$ cat src/sv/wrmc_pkg.sv
`timescale 1ns / 1ps

package wrmc_pkg;

  localparam int unsigned TABLE_DEPTH_DEF = 1024;
  localparam int unsigned SCORE_BITS_DEF  = 16;

  localparam int unsigned CAT_W   = 2;
  localparam int unsigned COUNT_W = 11;

  // wildcard codes per category
  localparam logic [CAT_W-1:0] LANG_ANY   = 2'd3;
  localparam logic [CAT_W-1:0] PART_ANY   = 2'd2;
  localparam logic [CAT_W-1:0] CAREER_ANY = 2'd2;
  localparam logic [CAT_W-1:0] FOOD_ANY   = 2'd2;

  localparam logic CMD_INSERT = 1'b0;
  localparam logic CMD_QUERY  = 1'b1;

  typedef enum logic [2:0] {
    ST_IDLE,
    ST_INSERT,
    ST_SCAN,
    ST_DRAIN,
    ST_POST
  } wrmc_state_e;

  typedef struct packed {
    logic load_item;
    logic wr_rec;
    logic issue_rd;
    logic load_out;
  } wrmc_cmd_t;

  typedef struct packed {
    logic addr_done;
    logic out_busy;
  } wrmc_sts_t;

endpackage

$ cat src/sv/wrmc_ctrl.sv
`timescale 1ns / 1ps

module wrmc_ctrl (
  input  logic                clk_i,
  input  logic                rst_ni,
  input  logic                in_valid_i,
  input  logic                cmd_i,
  output logic                in_ready_o,
  input  wrmc_pkg::wrmc_sts_t sts_i,
  output wrmc_pkg::wrmc_cmd_t cmd_o
);

  wrmc_pkg::wrmc_state_e state_q, state_d;
  logic                  accept;

  assign accept = in_valid_i && (state_q == wrmc_pkg::ST_IDLE);

  always_ff @(posedge clk_i or negedge rst_ni) begin
    if (!rst_ni) begin
      state_q <= wrmc_pkg::ST_IDLE;
    end else begin
      state_q <= state_d;
    end
  end

  always_comb begin
    state_d = state_q;
    case (state_q)
      wrmc_pkg::ST_IDLE: begin
        if (accept) begin
          state_d = (cmd_i == wrmc_pkg::CMD_QUERY) ? wrmc_pkg::ST_SCAN : wrmc_pkg::ST_INSERT;
        end
      end
      wrmc_pkg::ST_INSERT: state_d = wrmc_pkg::ST_POST;
      wrmc_pkg::ST_SCAN: begin
        if (sts_i.addr_done) begin
          state_d = wrmc_pkg::ST_DRAIN;
        end
      end
      wrmc_pkg::ST_DRAIN: state_d = wrmc_pkg::ST_POST;
      wrmc_pkg::ST_POST: begin
        if (!sts_i.out_busy) begin
          state_d = wrmc_pkg::ST_IDLE;
        end
      end
      default: state_d = wrmc_pkg::ST_IDLE;
    endcase
  end

  always_comb begin
    in_ready_o      = 1'b0;
    cmd_o           = '0;
    cmd_o.load_item = accept;
    case (state_q)
      wrmc_pkg::ST_IDLE:   in_ready_o     = 1'b1;
      wrmc_pkg::ST_INSERT: cmd_o.wr_rec   = 1'b1;
      wrmc_pkg::ST_SCAN:   cmd_o.issue_rd = !sts_i.addr_done;
      wrmc_pkg::ST_DRAIN:  ;
      wrmc_pkg::ST_POST:   cmd_o.load_out = !sts_i.out_busy;
      default:             ;
    endcase
  end

endmodule

$ cat config.mk
export PLATFORM = sky130hd
export DESIGN_NAME = wrmc_ctrl
export DESIGN_NICKNAME = d
export VERILOG_FILES = /design/src/sv/wrmc_pkg.sv /design/src/sv/wrmc_ctrl.sv
export SDC_FILE = /design/constraint.sdc
export NUM_CORES = 1
export LEC_CHECK = 0
export ABC_CLOCK_PERIOD_IN_PS = 1200
export BUFFER_PORTS_ARGS = -buffer_cell sky130_fd_sc_hd__buf_2
export CAP_MARGIN = 20
export CORE_AREA = 8 8 45 47
export CTS_CLUSTER_DIAMETER = 60
export DETAILED_ROUTE_END_ITERATION = 8
export DIE_AREA = 0 0 53 55
export SETUP_SLACK_MARGIN = 0.05
export SYNTH_ARGS = -nofsm -noshare
export SYNTH_HDL_FRONTEND = slang
export SYNTH_SLANG_ARGS = --single-unit
$ cat constraint.sdc
create_clock -name clk_i -period 1.2 [get_ports clk_i]
set_clock_uncertainty 0.05 [all_clocks]
set_input_delay 0.06 -clock clk_i [delete_from_list [all_inputs] [get_ports clk_i]]
set_output_delay 0.06 -clock clk_i [all_outputs]
set_load 0.02 [all_outputs]
==> results of run 1 <==
==> critical path, stage by stage, from the launching register on <==
cell and delay (ns):
sky130_fd_sc_hd__dfrtp_1 0.40, sky130_fd_sc_hd__buf_6 0.14, sky130_fd_sc_hd__nor4b_4 0.20, sky130_fd_sc_hd__buf_4 0.18
==> layout make-up <==
class	instances	area, um^2	share of cell area, %
multi-input combinational	13	115	33.2
timing repair buffer	15	108	31.0
sequential	3	77.6	22.4
clock buffer	4	26.3	7.58
tap	16	20.0	5.78
==> cell families (layout without fill, tap and decap cells) <==
family / Yosys count / after routing / synth area share [%]
AOI/OAI and AO/OA: 3 / 3 / 14.6
buffers and inverters: 1 / 19 / 4.38
DFF: 3 / 3 / 43.8
and+or+nand+nor: 10 / 10 / 37.2
==> through the flow <==
stage	setup slack [ns]	utilization (%)	total power, mW
after floorplan	-0.0442	-	0.439
after global placement	0.0967	18.7	0.543
after detailed placement	0.0651	18.7	0.549
after CTS	-0.0757	25.0	0.868
after global routing	-0.130	25.0	0.923
final	-0.0573	25.0	0.856
==> path summary, 6_finish.rpt <==
check,startpoint,to,depth (start not counted)
max,state_q[1],cmd_o[0],3
min,sts_i[1],state_q[0],3
max reg2reg,state_q[1],state_q[0],2
min reg2reg,state_q[1],state_q[0],2
max in group asynchronous,rst_ni,state_q[2],2
min in group asynchronous,rst_ni,state_q[0],2
==> per-layer routing <==
| metal | wire length (um) | GRT usage, % |
|---|---|---|
| met4 | 19 | 6.47 |
| met3 | 40 | 2.67 |
| met1 | 227 | 4.12 |
| met5 | 0 | 0 |
| met2 | 238 | 5.47 |
==> cell usage after synthesis <==
master                     number
sky130_fd_sc_hd__dfrtp_1        3
sky130_fd_sc_hd__nand2_1        2
sky130_fd_sc_hd__nor3_1         2
sky130_fd_sc_hd__nor4b_1        2
sky130_fd_sc_hd__a211oi_2       1
sky130_fd_sc_hd__a21oi_1        1
sky130_fd_sc_hd__and2_1         1
sky130_fd_sc_hd__buf_4          1
sky130_fd_sc_hd__nand2b_1       1
sky130_fd_sc_hd__nor3b_1        1
sky130_fd_sc_hd__o31ai_1        1
sky130_fd_sc_hd__or3b_1         1
==> where the power goes <==
group / switching (mW) / internal, mW / leakage [nW]
logic: 0.216 / 0.248 / 0.101
clock network: 0.0499 / 0.124 / 0.0150
registers: 0.0699 / 0.148 / 0.0360
==> what timing repair did <==
action / 4_1_cts / 5_1_grt
endpoints found under the setup margin: 5 / 6
pin swaps: 4 / 1
resized for setup: 9 / 0
buffers inserted: 3 / 0
gates cloned: 0 / 0
hold buffers: 1 / 0
hold endpoints to repair: 3 / 0
==> run summary, run 1 <==
The run finished, with violations left. The final reports fail on negative setup slack. The worst relative slew slack came out at 86.9%. The largest registers in the layout are state_q x3. The total overflow left after global routing is 0. The site row count came out at 14. The number of different library cells in the post-synthesis netlist is 12. Data on the critical path arrives at its endpoint at 1.15 ns. The largest net degree at the start of global routing is 7. The number of antenna-violating nets in the routed design is 0. The critical path in this run is classified as reg2out. The starting utilization of the core area is 12.4%. The power density over the cells came out at 2470 nW/um^2. The number of port buffers came out at 10. The CTS tree is done.

The proportion of netlist area held by the largest area contributor came out at 43.8%. Counting flops and latches in the post-synthesis netlist gives 3. The number of failing setup endpoints in the final timing report came out at 4. The number of iterations in the first detailed-routing pass is 4. Setup repair after global routing could not meet its margin everywhere. The share of the clock period used by the worst path came out at 105%. The non-filler instance count after layout came out at 51. The number of clock buffers added by TritonCTS is 3. The DRC violation count after routing is 0. The register containing the most flip-flops in the final layout is state_q. The total negative slack is -0.151 ns.

The via total after detailed routing came out at 203. The cell leakage power came out at 0.152 nW. The congestion estimate from routability-driven global placement came to 0.701. The minimum period implied by the final worst setup slack is 1.26 ns. The worst endpoint required time came out at 1.09 ns.

The number of cells in the design after placement came out at 43. Compared with the post-synthesis result, the final layout area differs by 102%. The via count of the first global-routing pass came out at 214. The instance area after placement came out at 259 um^2. The horizontal extent of the die is 53 um. The placeable core area came out at 1380 um^2. The clock edge transition at the registers on the reported setup and hold paths came out at 0.04 ns.

The overall routing resource usage is 4.38%. The number of antenna violations at the first check in global routing came out at 0. The number of hold violations in the final report came to 0. The peak supply drop came out at 0.712 mV. sky130_fd_sc_hd__dfrtp_1 takes more of the synthesized area than any other cell. The gate count after technology mapping came out at 17.

CTS placed an instance of sky130_fd_sc_hd__clkbuf_4 at the clock tree root. The antenna diode count came out at 0. The transition at the pin with the smallest max-transition slack came out at 0.195 ns. The number of warnings printed during yosys synthesis came out at 0. The number of max-slew violations in the final report came to 0.

The worst hold margin is 0.0555 ns. The tightest min-delay check is of the in2reg type. The average vias per placed instance is 3.98.

Cells with a size suffix above 1 make up 65.7% of the layout. The die covers 2920 um^2. The top-level port count came out at 11.

The average cell area after synthesis is 10.1 um^2. The mean routed wirelength per cell is 10.3 um. Derived from the worst setup path, the maximum achievable clock frequency is 795 MHz. The latest clock arrival within the worst-skew pair came out at 0.23 ns. The final layout contains routed wiring with a total length of 525 um. The register with the most flip-flops in the layout has 3 of them. The H-tree depth came out at 1. The top cell types in the final layout, fill and taps aside, are 6 x sky130_fd_sc_hd__buf_2, 6 x sky130_fd_sc_hd__buf_4, 3 x sky130_fd_sc_hd__clkbuf_4. The overall die height is 55 um. The post-route worst setup slack is -0.0573 ns. The sequential area share after synthesis came out at 43.8%. The synthesized area came out at 171 um^2. The first global-routing pass estimated 848 um of wire. The clock sink count is 3.

The total nets after synthesis came out at 23. After the last flow step, the layout net total stands at 42. The number of design-rule violations left by the first detailed-router iteration is 7. The post-route standard cell area excluding fillers came out at 347 um^2.

The worst setup path is launched from a register. Of all nets on the critical path, the largest fanout is 6. The worst setup path is captured at an output port.

Counting the fill cells in the layout gives 157. The number of maximum-capacitance violations came out at 0. The clock passes through at most 2 buffers. The setup check on the worst reg-to-reg path leaves a slack of 0.09 ns.

Sorting the synthesized cells by area gives the leading types as sky130_fd_sc_hd__dfrtp_1 44%, sky130_fd_sc_hd__nor4b_1 10%, sky130_fd_sc_hd__a211oi_2 7.3%.
No activity file was read; power rests on OpenSTA's default activity.
==> run 2: changes to the inputs <==
- ABC_CLOCK_PERIOD_IN_PS: 1200 -> 1350
- SETUP_SLACK_MARGIN: 0.05 -> default
- clock period: 1.2 -> 1.35 ns (I/O delays scaled with it)
==> run 2 against run 1 <==
The flow now finishes without violations. Largest cell class unchanged. Register-to-register slack better by 0.11 ns. Combinational power is 39% lower. Design area is 15% lower. Wire length is 6.9% lower. Cell count is 5.9% lower. Sequential power is 6% lower. Critical path depth stayed put. Critical endpoint is now cmd_o[3].
==> run summary, run 2 (synthesis results as in run 1) <==
The via count of the first global-routing pass is 174 (-19%). The delay of the slowest critical-path stage is 0.45 ns (+0.05 ns). The clock edge transition at the registers on the reported setup and hold paths is 0.04 ns (about the same). The library cell used most frequently in the layout, excluding fill and tap cells, is sky130_fd_sc_hd__buf_2. The antenna diode count came out at 0 (unchanged). The slack of the worst reg-to-reg path came out at 0.20 ns (+0.11 ns).

The total negative slack is 0 ns (+0.151 ns). The cell leakage power is 0.130 nW (-15%). The DRC violation count after routing came out at 0 (unchanged). The number of iterations in the first detailed-routing pass is 1 (-3).

The latest clock arrival within the worst-skew pair came to 0.23 ns (about the same). The number of max-slew violations in the final report came out at 0 (unchanged). The overall die height is 55 um (unchanged). The worst relative slew slack was 85.1% (-1.7 points).

The growth of design area from synthesis to finish is 71.5%. The total wire length is 489 um (-6.9%). The via total after detailed routing came to 178 (-12%). The signal on the critical path passes through nor3_2 -> and2_1 -> buf_2. The worst-case reg-to-reg path depth is 2 (unchanged). The clock sink count came out at 3 (unchanged).

The number of buffers between clock root and the deepest sink is 2 (unchanged). The starting utilization of the core area came to 12.4% (unchanged). The site row count came out at 14 (unchanged). The master cell of the clock root buffer is sky130_fd_sc_hd__clkbuf_4. The class of the most critical setup path is reg2out.

The H-tree depth was 1 (unchanged). The horizontal extent of the die came out at 53 um (unchanged). The top-level port count came to 11 (unchanged). The multi-input combinational cell area was 100 um^2 (-13%). The number of hold violations in the final report came out at 0 (unchanged). The number of flip-flops under the largest register name is 3 (unchanged). The number of buffers added by the clock tree synthesis step came to 3 (unchanged). The sequential cell area in the final layout came to 77.6 um^2 (unchanged).

The post-CTS setup-driven buffer insertion count came out at 0 (-3). The number of design-rule violations left by the first detailed-router iteration came out at 0 (-7). The average vias per placed instance came out at 3.71 (-6.8%).

The power density over the cells is 2180 nW/um^2 (-12%). Leaving out fill and tap cells, the most frequent cells in the layout are 9 x sky130_fd_sc_hd__buf_2, 3 x sky130_fd_sc_hd__clkbuf_4, 2 x sky130_fd_sc_hd__nand2_1, 2 x sky130_fd_sc_hd__buf_4, 2 x sky130_fd_sc_hd__dfrtp_2. The sum of overflow across all layers after global routing is 0 (unchanged).

The register containing the most flip-flops in the final layout is state_q. The final-layout fill cell count is 149 (-5.1%). The number of antenna-violating nets in the routed design is 0 (unchanged). The flow ran to the end, and the final reports show no timing, DRC or antenna violations.

The number of maximum-capacitance violations is 0 (unchanged). The number of cells on the worst hold path is 3 (unchanged). The HPWL after detailed placement is 392 um.

The worst setup path is launched from a register. TritonCTS built the clock tree. Setup repair after global routing left no endpoint under its margin.

The overall routing resource usage is 4.05% (-0.33 points). The largest registers in the layout are state_q x3. The mean routed wirelength per cell is 10.2 um (-1.0%). The peak supply drop is 0.820 mV (+15%). The path class of the tightest hold or removal check is in2reg. The number of antenna violations at the first check in global routing is 0 (unchanged). On the critical path, the stage with the largest delay is an instance of sky130_fd_sc_hd__dfrtp_2. The minimum period implied by the final worst setup slack came out at 1.30 ns. The data arrival at the endpoint of the critical path is 1.19 ns (+0.04 ns). The transition at the pin with the smallest max-transition slack came out at 0.220 ns (+0.0245 ns).

The worst register-to-register path ends at state_q[0]. The achievable frequency came out at 767 MHz. In this run the critical register-to-register path is launched from state_q[1]. The worst endpoint required time is 1.23 ns (+0.14 ns). The path with the worst hold slack has its endpoint at state_q[2].

In this run the most critical hold path is launched from sts_i[0]. Of the available clock period, the critical path in the final layout requires 96.6%. The area of the die came to 2920 um^2 (unchanged).

The worst setup path is captured at an output port. The number of nets in the finished design is 39 (-7.1%). The first-pass GRT wire length is 759 um (-10%).

The worst hold margin is 0.0394 ns (-0.0161 ns). The final weighted congestion of routability-driven global placement is 0.641 (-8.6%). The number of port buffers is 10 (unchanged). The share of cells above drive strength 1 is 59.4% (-6.3 points). The highest fanout seen on the critical path is 8 (+2). The number of failing setup endpoints in the final timing report came out at 0 (-4). The placeable core area is 1380 um^2 (unchanged). The largest net degree at the start of global routing was 9 (+2).
## run 2: worst max-delay path by stage
stage	start	endpoint	slack (ns)	cells past startpoint
2_1_floorplan	state_q[2]	cmd_o[1]	-0.004	1
3_3_place_gp	state_q[0]	cmd_o[0]	0.20	2
3_5_place_dp	state_q[1]	state_q[0]	0.21	2
4_1_cts	state_q[2]	cmd_o[1]	0.004	2
5_1_grt	state_q[0]	cmd_o[0]	0.001	2
6_report	state_q[2]	cmd_o[3]	0.05	3
## run 2: repair_timing
item,4_1_cts,5_1_grt
hold endpoints to repair,3,0
hold buffers,1,0
gates resized for setup,0,4
setup endpoints to repair,0,3
## run 2: per-layer routing
metal | part of all wire (%) | GRT usage (%) | up-vias
met5 | 0 | 0 | -
met1 | 50 | 5.03 | 78
met2 | 44 | 3.13 | 7
met4 | 0 | 6.47 | 0
li1 | - | - | 93
met3 | 5.9 | 2.67 | 0
## run 2: stage by stage
step	power, mW	util (%)	setup WS, ns	cell area (um^2)	instances
finish	0.642	21.2	0.0460	294	48
detailed placement	0.470	17.8	0.207	246	43
global route	0.685	21.2	0.00124	294	48
floorplan	0.375	-	-0.00368	176	17
global placement	0.470	17.8	0.203	246	43
CTS	0.639	20.4	0.00375	283	48
## run 2: power breakdown
part           switching (mW)  internal (mW)  leakage, nW
Combinational           0.149          0.133       0.0788
Clock                  0.0450          0.111       0.0150
Sequential             0.0727          0.132       0.0360
## run 2: critical path: cells and delay by family (launching register included)
family        cells  cell delay, ns
flops             1            0.45
simple gates      2            0.35
buf+inv           1            0.15
## run 2: area by class of cell
class	instances	share of cell area [%]
clock buffers	4	8.94
multi-input cells	13	34.0
flip-flops and latches	3	26.4
well taps	16	6.81
repair buffers	12	23.8
==> run 3: changes to the inputs <==
--- a/config.mk
+++ b/config.mk
@@ -6,5 +6,5 @@
 export NUM_CORES = 1
 export LEC_CHECK = 0
-export ABC_CLOCK_PERIOD_IN_PS = 1350
+export ABC_CLOCK_PERIOD_IN_PS = 1600
 export BUFFER_PORTS_ARGS = -buffer_cell sky130_fd_sc_hd__buf_2
 export CAP_MARGIN = 20
==> constraint.sdc (replaced) <==
create_clock -name clk_i -period 1.6 [get_ports clk_i]
set_clock_uncertainty 0.05 [all_clocks]
set_input_delay 0.32 -clock clk_i [delete_from_list [all_inputs] [get_ports clk_i]]
set_output_delay 0.32 -clock clk_i [all_outputs]
set_load 0.02 [all_outputs]
==> run 3 against run 2 <==
Wire length increased by 3.7%. Critical endpoint unchanged. Critical path type unchanged. Via count increased by 2.8%. Core utilization grew 1.4 points. Die area unchanged. Clock-buffer cell count stayed put. Critical path depth is the same. Design area up 6.8%. Highest routed layer is now met4. Combinational power is 5% lower. Sequential share of layout area down 1.3 points.
==> run summary, run 3 (synthesis results as in run 1) <==
The run finished with clean final reports. The via count of the first global-routing pass is 165 (-5.2%). The number of hold violations in the final report is 0 (unchanged). The worst-case reg-to-reg path depth came out at 2 (unchanged).

The first-pass GRT wire length came out at 745 um (-1.8%). The mean routed wirelength per cell came out at 10.3 um (+1.6%). The DRC violation count after routing came out at 0 (unchanged). The via total after detailed routing was 183 (+2.8%). The top cell types in the final layout, fill and taps aside, are 7 x sky130_fd_sc_hd__buf_2, 5 x sky130_fd_sc_hd__buf_4, 3 x sky130_fd_sc_hd__clkbuf_4, 3 x sky130_fd_sc_hd__dfrtp_2. The clock edge transition at the registers on the reported setup and hold paths came out at 0.03 ns (about the same). The site row count came out at 14 (unchanged).

The top-level port count came out at 11 (unchanged). The delay of the slowest critical-path stage came out at 0.46 ns (about the same). The antenna diode count came out at 0 (unchanged). The total buffers and inverters traversed by the critical path came out at 1 (unchanged).

The highest fanout seen on the critical path was 7 (-1). The latest clock arrival within the worst-skew pair is 0.23 ns (about the same). The number of buffers added by the clock tree synthesis step is 3 (unchanged). The largest net degree at the start of global routing came to 9 (unchanged). The starting utilization of the core area is 12.4% (unchanged). The final weighted congestion of routability-driven global placement is 0.604 (-5.8%). Compared with the post-synthesis result, the final layout area differs by 83.2%. The switching share of power came out at 40.6% (-0.87 points). The worst min-delay path endpoint is state_q[2].

The class of the most critical setup path is reg2out. Tracing the worst setup path back leads to its startpoint at state_q[0]. The number of antenna-violating nets in the routed design is 0 (unchanged).

The achievable frequency came out at 648 MHz. The number of cells on the worst hold path is 3 (unchanged). TritonCTS built the clock tree.

The total negative slack came to 0 ns (unchanged). Leaving out fill and tap cells, the most frequent cell in the layout is sky130_fd_sc_hd__buf_2. The slack of the worst reg-to-reg path came out at 0.37 ns (+0.17 ns). The total wire length came out at 507 um (+3.7%). The share of the clock period used by the worst path came out at 96.5%. The worst endpoint required time is 1.23 ns (about the same). The number of port buffers was 10 (unchanged). The share of cells above drive strength 1 is 66.7% (+7.3 points). The minimum period implied by the final worst setup slack is 1.54 ns.

For this design, the slowest cell found on the critical path is sky130_fd_sc_hd__dfrtp_2. The largest registers in the layout are state_q x3. The worst hold margin is 0.307 ns (+0.267 ns). The share of power burned in registers came out at 32.3% (+0.4 points). The H-tree depth came out at 1 (unchanged).

The number of iterations in the first detailed-routing pass came out at 1 (unchanged). In this run the critical register-to-register path is captured at state_q[0]. The power density over the cells is 1870 nW/um^2 (-14%). The critical path startpoint category is a register. The horizontal extent of the die is 53 um (unchanged). The number of failing setup endpoints in the final timing report is 0 (unchanged). The sum of overflow across all layers after global routing is 0 (unchanged). The cell count along the critical path came out at 3 (unchanged).

The startpoint identified for the worst hold timing path is sts_i[0]. The data arrival at the endpoint of the critical path was 1.17 ns (-0.02 ns). The final-layout fill cell count is 155 (+4.0%). The switching component of the power came out at 238 uW (-10%). The area of the die came to 2920 um^2 (unchanged).

The transition at the pin with the smallest max-transition slack came out at 0.203 ns (-0.0172 ns). The overall die height came out at 55 um (unchanged). The number of design-rule violations left by the first detailed-router iteration is 0 (unchanged). STA classifies the critical path endpoint as an output port.

The overall routing resource usage came out at 4.04% (-0.0044 points). The cell leakage power came to 0.135 nW (+4.0%). The root buffer cell chosen for the clock tree is sky130_fd_sc_hd__clkbuf_4. The combinational cell fraction of total power is 45.4% (+1.5 points).

In this run the critical register-to-register path is launched from state_q[1]. The worst relative slew slack came out at 86.4% (+1.2 points). The placeable core area came out at 1380 um^2 (unchanged). The number of buffers between clock root and the deepest sink came out at 2 (unchanged). More flip-flops sit in one register than any other, and that register is state_q.

Walking the worst path, the cells encountered are nor3_2 -> and2_1 -> buf_4. The peak supply drop came out at 0.487 mV (-41%). The cell family contributing the most delay on the critical path is flip-flops.

The number of flip-flops under the largest register name is 3 (unchanged). The number of max-slew violations in the final report was 0 (unchanged). The clock sink count is 3 (unchanged).

The cell-internal power came to 349 uW (-7.2%). In this run the worst hold path is classified as in2reg. The average vias per placed instance is 3.73 (+0.71%).

The share of power burned in the clock network was 22.3% (-2.0 points). The number of maximum-capacitance violations is 0 (unchanged). The number of antenna violations at the first check in global routing is 0 (unchanged). The number of nets in the finished design is 40 (+2.6%). The overall power after layout came out at 587 uW (-8.5%).
[run 3: through the flow]
step | worst slack, ns | utilization [%] | cells | cell area, um^2
after detailed placement | 0.255 | 17.3 | 42 | 239
after global placement | 0.258 | 17.3 | 42 | 239
final | 0.0565 | 22.7 | 49 | 314
after global routing | -0.000607 | 22.7 | 49 | 314
after CTS | 0.00578 | 20.0 | 47 | 277
after floorplan | -0.00618 | - | 17 | 176
[run 3: worst max path at each step]
stage,endpoint
floorplan,cmd_o[1]
global placement,cmd_o[3]
detailed placement,cmd_o[3]
CTS,cmd_o[1]
global route,cmd_o[3]
finish,cmd_o[3]
[run 3: worst min-delay path, stage by stage]
cell                      delay [ns]
sky130_fd_sc_hd__buf_2          0.11
sky130_fd_sc_hd__nand2_1        0.06
sky130_fd_sc_hd__o31ai_1        0.06
[run 3: what timing repair did]
item | in CTS | in global routing
setup buffers | 0 | 2
resized for setup | 1 | 7
hold buffers | 1 | 0
pin swaps | 0 | 1
endpoints found under the hold margin | 3 | 0
endpoints found under the setup margin | 1 | 3
[run 3: area by class of cell]
class	count	area [um^2]	share of cell area, %
repair buffers	13	82.6	26.3
flip-flops and latches	3	78.8	25.1
clock buffers	4	26.3	8.37
well taps	16	20.0	6.37
multi-input cells	13	106	33.9
[run 3: per-layer routing]
metal,track usage [%],part of all wire [%],vias to the layer above
met5,0,0,-
met4,6.47,5.7,0
met3,2.14,7.9,4
met2,4.30,36,11
met1,4.41,51,73
li1,-,-,95
[run 3: power groups by stage]
stage	clock network (mW)	registers, mW	logic [mW]
2_1_floorplan	0	0.160	0.157
3_3_place_gp	0	0.175	0.205
3_5_place_dp	0	0.177	0.207
4_1_cts	0.137	0.178	0.210
5_1_grt	0.144	0.199	0.288
6_report	0.131	0.190	0.267
